[config.mk]
export PLATFORM = sky130hd
export DESIGN_NAME = splitmix64_bounded_draw_top
export DESIGN_NICKNAME = d
export VERILOG_FILES = /design/src/rtl/sm64bd_pkg.sv /design/src/rtl/splitmix64_bounded_draw_top.sv
export SDC_FILE = /design/constraint.sdc
export NUM_CORES = 2
export LEC_CHECK = 0
export BUFFER_PORTS_ARGS = -buffer_cell sky130_fd_sc_hd__buf_2
export CORE_MARGIN = 2
export CORE_UTILIZATION = 60
export DETAILED_ROUTE_END_ITERATION = 8
export HOLD_SLACK_MARGIN = 0.08
export PLACE_DENSITY = 0.85
export RECOVER_POWER = 100
export SYNTH_ARGS = -nofsm -noshare
export SYNTH_HDL_FRONTEND = slang
export SYNTH_SLANG_ARGS = --single-unit
[constraint.sdc]
create_clock -name clk_i -period 25.9 [get_ports clk_i]
set_clock_uncertainty 0.1 [all_clocks]
set_input_delay 0 -clock clk_i [delete_from_list [all_inputs] [get_ports clk_i]]
set_output_delay 0 -clock clk_i [all_outputs]
set_load 0.02 [all_outputs]
[src/rtl/sm64bd_pkg.sv]
`timescale 1ns / 1ps
// ----------------------------------------------------------------------------
// SplitMix64 bounded draw package
// Shared widths, register map and mixing constants of the bounded draw block.
// ----------------------------------------------------------------------------
package sm64bd_pkg;

  localparam int unsigned DATA_W     = 64;
  localparam int unsigned HALF_W     = DATA_W / 2;
  localparam int unsigned APB_ADDR_W = 4;
  localparam int unsigned CNT_W      = $clog2(DATA_W);

  typedef logic [DATA_W-1:0]     word_t;
  typedef logic [APB_ADDR_W-1:0] apb_addr_t;

  // Register map: the seed register sits at byte address zero.
  localparam apb_addr_t SEED_ADDR = apb_addr_t'(0);

  localparam word_t GOLDEN_GAMMA = 64'h9E3779B97F4A7C15;
  localparam word_t MIX_MUL_A    = 64'hBF58476D1CE4E5B9;
  localparam word_t MIX_MUL_B    = 64'h94D049BB133111EB;

  localparam int unsigned MIX_SHIFT_A = 30;
  localparam int unsigned MIX_SHIFT_B = 27;
  localparam int unsigned MIX_SHIFT_C = 31;

endpackage

[src/rtl/splitmix64_bounded_draw_top.sv]
`timescale 1ns / 1ps
// ----------------------------------------------------------------------------
// SplitMix64 bounded draw
// Unbiased bounded random draws from a SplitMix64 generator, by rejection.
// ----------------------------------------------------------------------------
// How to use this block:
// A request transaction on the slave stream carries an exclusive upper bound.
// For each request exactly one response transaction leaves on the master
// stream, holding a value in the range zero to bound minus one. A bound of
// zero answers zero and leaves the generator state alone.
// The APB port holds one 64-bit register, the seed, at address zero. Writing
// it also loads the running generator state. Write it only while idle.
// A nonzero bound first runs the shared one-bit-per-cycle remainder unit
// for the rejection limit, then draws words through the shared 32x32
// multiplier, which builds each 64-bit mixing product from three partial
// products, until one is accepted, and last runs the remainder unit again
// for the final modulo. Each rejected word costs one more draw.
// A new request is taken in the cycle after the previous response is
// loaded; the block never works on two requests at once.
// Reset clears the seed and the generator state to zero and empties the
// response register. When the receiver stalls, the response waits in its
// output register; the next request may be accepted and computed meanwhile,
// and its result is held back until the output register frees up.
// ----------------------------------------------------------------------------
module splitmix64_bounded_draw_top (
  input  logic                          clk_i,
  input  logic                          rst_ni,
  // Request stream. tdata: [63:0] upper_bound.
  input  logic                          s_axis_tvalid,
  output logic                          s_axis_tready,
  input  logic [sm64bd_pkg::DATA_W-1:0] s_axis_tdata,
  // Response stream. tdata: [63:0] draw.
  output logic                          m_axis_tvalid,
  input  logic                          m_axis_tready,
  output logic [sm64bd_pkg::DATA_W-1:0] m_axis_tdata,
  // Configuration port.
  input  logic                              psel,
  input  logic                              penable,
  input  logic                              pwrite,
  input  logic [sm64bd_pkg::APB_ADDR_W-1:0] paddr,
  input  logic [sm64bd_pkg::DATA_W-1:0]     pwdata,
  output logic [sm64bd_pkg::DATA_W-1:0]     prdata,
  output logic                              pready
);

  import sm64bd_pkg::*;

  // Sequencer states. LIMIT and MODW run the shared remainder unit; MULA and
  // MULB run the shared multiplier.
  typedef enum logic [3:0] {
    ST_IDLE,
    ST_LIMIT,
    ST_ADV,
    ST_MULA,
    ST_XS2,
    ST_MULB,
    ST_FIN,
    ST_MODW,
    ST_OUT
  } state_e;

  state_e                 state_q;
  word_t                  seed_q;
  word_t                  gen_q;
  word_t                  bound_q;
  word_t                  limit_q;
  word_t                  z_q;
  word_t                  acc_q;
  word_t                  rem_q;
  word_t                  dvd_q;
  logic [CNT_W-1:0]       cnt_q;
  logic [DATA_W-1:0]      mul_q;
  logic                   out_valid_q;
  word_t                  out_data_q;

  // Configuration port: always ready, writes complete in the access cycle.
  logic cfg_wr;
  assign pready = 1'b1;
  assign cfg_wr = psel && penable && pwrite && (paddr == SEED_ADDR);
  assign prdata = (paddr == SEED_ADDR) ? seed_q : '0;

  assign s_axis_tready = (state_q == ST_IDLE);
  assign m_axis_tvalid = out_valid_q;
  assign m_axis_tdata  = out_data_q;

  // Shared remainder unit: one restoring step per cycle.
  logic [DATA_W:0] rem_trial;
  logic [DATA_W:0] rem_diff;
  word_t           rem_next;
  assign rem_trial = {rem_q, dvd_q[DATA_W-1]};
  assign rem_diff  = rem_trial - {1'b0, bound_q};
  // A set top bit means the trial stayed below the bound.
  assign rem_next  = rem_diff[DATA_W] ? rem_trial[DATA_W-1:0] : rem_diff[DATA_W-1:0];

  // Shared 32x32 multiplier. The mixing product modulo 2^64 is
  // lo*lo + ((lo*hi + hi*lo) << 32), issued over steps zero to two.
  word_t             mul_const;
  logic [HALF_W-1:0] mul_a;
  logic [HALF_W-1:0] mul_b;
  logic [1:0]        mstep;
  assign mstep     = cnt_q[1:0];
  assign mul_const = (state_q == ST_MULA) ? MIX_MUL_A : MIX_MUL_B;
  assign mul_a     = (mstep == 2'd2) ? z_q[DATA_W-1:HALF_W] : z_q[HALF_W-1:0];
  assign mul_b     = (mstep == 2'd1) ? mul_const[DATA_W-1:HALF_W] : mul_const[HALF_W-1:0];

  always_ff @(posedge clk_i) begin
    mul_q <= DATA_W'(mul_a) * DATA_W'(mul_b);
  end

  // Mixing steps outside the multiplier.
  word_t gen_sum;
  word_t word_fin;
  assign gen_sum  = gen_q + GOLDEN_GAMMA;
  assign word_fin = z_q ^ (z_q >> MIX_SHIFT_C);

  logic out_free;
  assign out_free = !out_valid_q || m_axis_tready;

  always_ff @(posedge clk_i or negedge rst_ni) begin
    if (!rst_ni) begin
      state_q     <= ST_IDLE;
      seed_q      <= '0;
      gen_q       <= '0;
      bound_q     <= '0;
      limit_q     <= '0;
      z_q         <= '0;
      acc_q       <= '0;
      rem_q       <= '0;
      dvd_q       <= '0;
      cnt_q       <= '0;
      out_valid_q <= 1'b0;
      out_data_q  <= '0;
    end else begin
      if (out_valid_q && m_axis_tready) begin
        out_valid_q <= 1'b0;
      end
      if (cfg_wr) begin
        seed_q <= pwdata;
        gen_q  <= pwdata;
      end
      unique case (state_q)
        ST_IDLE: begin
          if (s_axis_tvalid) begin
            bound_q <= s_axis_tdata;
            rem_q   <= '0;
            dvd_q   <= '0 - s_axis_tdata;
            cnt_q   <= '0;
            state_q <= (s_axis_tdata == '0) ? ST_OUT : ST_LIMIT;
          end
        end
        ST_LIMIT, ST_MODW: begin
          rem_q <= rem_next;
          dvd_q <= dvd_q << 1;
          cnt_q <= cnt_q + 1'b1;
          if (cnt_q == CNT_W'(DATA_W - 1)) begin
            cnt_q <= '0;
            if (state_q == ST_LIMIT) begin
              limit_q <= rem_next;
              state_q <= ST_ADV;
            end else begin
              state_q <= ST_OUT;
            end
          end
        end
        ST_ADV: begin
          gen_q   <= gen_sum;
          z_q     <= gen_sum ^ (gen_sum >> MIX_SHIFT_A);
          cnt_q   <= '0;
          state_q <= ST_MULA;
        end
        ST_MULA, ST_MULB: begin
          cnt_q <= cnt_q + 1'b1;
          case (mstep)
            2'd0: ;
            2'd1: acc_q <= mul_q;
            2'd2: acc_q[DATA_W-1:HALF_W] <= acc_q[DATA_W-1:HALF_W] + mul_q[HALF_W-1:0];
            default: begin
              z_q     <= {acc_q[DATA_W-1:HALF_W] + mul_q[HALF_W-1:0], acc_q[HALF_W-1:0]};
              cnt_q   <= '0;
              state_q <= (state_q == ST_MULA) ? ST_XS2 : ST_FIN;
            end
          endcase
        end
        ST_XS2: begin
          z_q     <= z_q ^ (z_q >> MIX_SHIFT_B);
          state_q <= ST_MULB;
        end
        ST_FIN: begin
          // Words below the limit are rejected and a fresh one is drawn.
          if (word_fin >= limit_q) begin
            dvd_q   <= word_fin;
            rem_q   <= '0;
            cnt_q   <= '0;
            state_q <= ST_MODW;
          end else begin
            state_q <= ST_ADV;
          end
        end
        ST_OUT: begin
          if (out_free) begin
            out_data_q  <= rem_q;
            out_valid_q <= 1'b1;
            state_q     <= ST_IDLE;
          end
        end
        default: state_q <= ST_IDLE;
      endcase
    end
  end

endmodule

==> results.cfg <==
[outcome]
status = complete, but fails checks
failed_checks = max-capacitance violations, max-slew violations

[clocking]
cts.root.buffer_cell = clkbuf_16
clock_insertion_delay_worst_skew_ns = 0.65
htree_num_levels = 3
clockBufferDepth = 3
number_of_buffers_inserted_during_clock_tree_synthesis = 72
clkSinkCount = 651
hold_buffers = 250
tritoncts_clock_tree = done
clock_input_transition_at_the_sequential_cells_of_the_worst_setup_and_hold_paths_ns = 0.06
postCtsResizedCells = 0
postCtsSetupBuffers = 0

[layout]
finish.net_count = 9151
synthToLayoutAreaGrowth_pct = 10.78
ratio_of_cells_with_drive_above_1_in_the_final_layout_pct = 8.042
final_cell_mix = 1157 x inv_1, 785 x fa_1, 741 x nand2_1
layout_commonest_cell = inv_1

[route]
drtAntennaViolNets = 0
vias = 57950
drt_iter0_drc = 7096
drt-total-wl_mm = 241.3
drt_first_pass_iters = 9
wl_per_cell_um = 26.10
detail_route.drc_violations = 0
via_per_instance_ratio = 6.269

[logic_synthesis]
asyncSetResetFlopFracSynth_pct = 90.17
syn_nets = 8811
yosys_warnings = 0
ys_seq_elements = 651
ys.flop_type = dfrtp_1
syn_inst = 7351
average_cell_area_after_synthesis_um2 = 9.168
synth.cell_area_mm2 = 0.06739
synth.yosys.seq_area_share_pct = 23.70
ys_types = 96
synth-edff-count = 0

[worst_setup_path]
setup.worst_path.start_class = register
worst-endpoint-required_ns = 26.35
critical_path.slowest_cell = clkbuf_1
setup.worst_path.end_class = register
most_numerous_cell_on_the_critical_path = fa_1
critical-path-max-stage-delay_ns = 2.23
crit_path_class = reg -> reg
cp.arrival_ns = 14.83
critPathMaxFanout = 50

[die]
design.core.area_mm2 = 0.1110
rows = 122
die_width_um = 339.1
die_y_um = 339.1
design.die.area_mm2 = 0.1150
initial_utilization_pct = 60.73
num_io_pins = 270

[placement]
numPortBuffers = 268
hpwl_after_dpl_mm = 186.5
place.gp.congestion = 1.054
pre_cts_slack_ns = 14.83

[timing]
min_period_ns = 14.38
report.final.setup_viol = 0
fmaxAchievable_mhz = 69.55
setup_repair_after_global_routing_missed_its_margin = false
worst_slew_pin_slew_ns = 5.633
layout_setup_ws_ns = 11.52
slew_headroom_pct = -275.5
report.final.hold_viol_count = 0
post_route_fraction_of_the_period_consumed_by_the_critical_path_pct = 55.51
timing_max_transition_violations_final = 1547
timing.setup.tns_ns = 0

[global_route]
first_global_vias = 58980
grt_pass1_wl_mm = 363.5
gr-total-overflow = 0
globalRouteTotalUtil_pct = 41.80
antenna_found_initial = 7
grt_start_max_net_pins = 103

[min_path]
worst_hold_class = in -> reg

[run]
max_cap_viol_count = 24
-- metrics by stage --
stage	util, %	cells	instance area, um^2	hold WS, ns
final	67.27	9243	74660	0.1042
after global routing	67.27	9239	74650	0.1142
after CTS	67.56	9235	74970	0.08050
after detailed placement	63.16	8855	70100	0.007486
after global placement	63.16	8855	70100	-0.0007817
after floorplan	-	7351	67390	-0.3956
-- kinds of logic (layout without fill, tap and decap cells) --
group | count (synthesis) | count (layout) | synth area share (%)
buffers and inverters | 1510 | 1906 | 8.486
XOR/XNOR | 346 | 346 | 4.569
adder cells (fa/ha/maj) | 1321 | 1321 | 33.27
AO/OA/AOI/OAI | 1381 | 1381 | 13.17
multiplexers | 249 | 249 | 4.070
flip-flops | 651 | 651 | 23.70
other | 1 | 9 | 0.005564
AND/OR/NAND/NOR | 1892 | 1892 | 12.73
-- cell type report --
class / count / area, um^2
repair buffers: 610 / 4320
flip-flops and latches: 651 / 15970
inverters: 1166 / 4377
clock inverters: 24 / 249.0
fillers: 8858 / 36320
well taps: 1488 / 1862
clock buffers: 106 / 2105
multi-input cells: 5190 / 45750
diodes: 8 / 20.02
-- metal layers --
layer / share of wire [%] / GRT usage (%) / vias up
li1: - / - / 24790
met1: 37 / 53.05 / 28380
met2: 45 / 65.16 / 3742
met3: 11 / 9.907 / 1036
met4: 7.7 / 25.41 / 2
met5: 0.0054 / 0 / -
-- cells in the mapped netlist, types with 65 or more instances --
cell         n  area (um^2)
o21ai_0    417         2087
ha_1       536         6706
a221oi_1    65        569.3
nand2_1    743         2789
dfrtp_1    587        14690
nor3_1      86        430.4
mux2_2     200         2252
and2_1      92        575.6
xor2_1     156         1366
a21o_1     145         1089
inv_1     1156         4339
nor2_1     544         2042
fa_1       785        15720
clkbuf_1   284         1066
nand3_1     86        430.4
xnor2_1    186         1629
a21oi_1    302         1511
-- worst paths after layout --
check | start | end | slack, ns | cells after the start
max | cnt_q[0] | mul_q[60] | 11.52 | 29
min | pwdata[26] | gen_q[26] | 0.10 | 4
max reg2reg | cnt_q[0] | mul_q[60] | 11.52 | 29
min reg2reg | seed_q[52] | seed_q[52] | 0.38 | 2
max in group asynchronous | rst_ni | seed_q[49] | 14.67 | 6
min in group asynchronous | rst_ni | bound_q[16] | 2.24 | 4
-- sequential cells by signal, summed over array words and instances, names as in the netlist, 4 cells and up --
| register | flops |
|---|---|
| gen_q | 64 |
| bound_q | 64 |
| limit_q | 64 |
| z_q | 64 |
| mul_q | 64 |
| rem_q | 64 |
| acc_q | 64 |
| seed_q | 64 |
| m_axis_tdata | 64 |
| cnt_q | 6 |
| dvd_q | 64 |
| state_q | 4 |
-- worst max-delay path: cells and delay by family, from the launching register on --
kind / cells / cell delay [ns]
compound gates: 8 / 3.01
buf+inv: 6 / 3.71
mux: 1 / 0.36
flops: 1 / 0.49
xor+xnor: 1 / 0.15
simple gates: 3 / 0.85
fa+ha+maj: 10 / 5.54
Power is not shown: default switching activity piles up to over one toggle a cycle in this logic, so the estimate is an artifact.
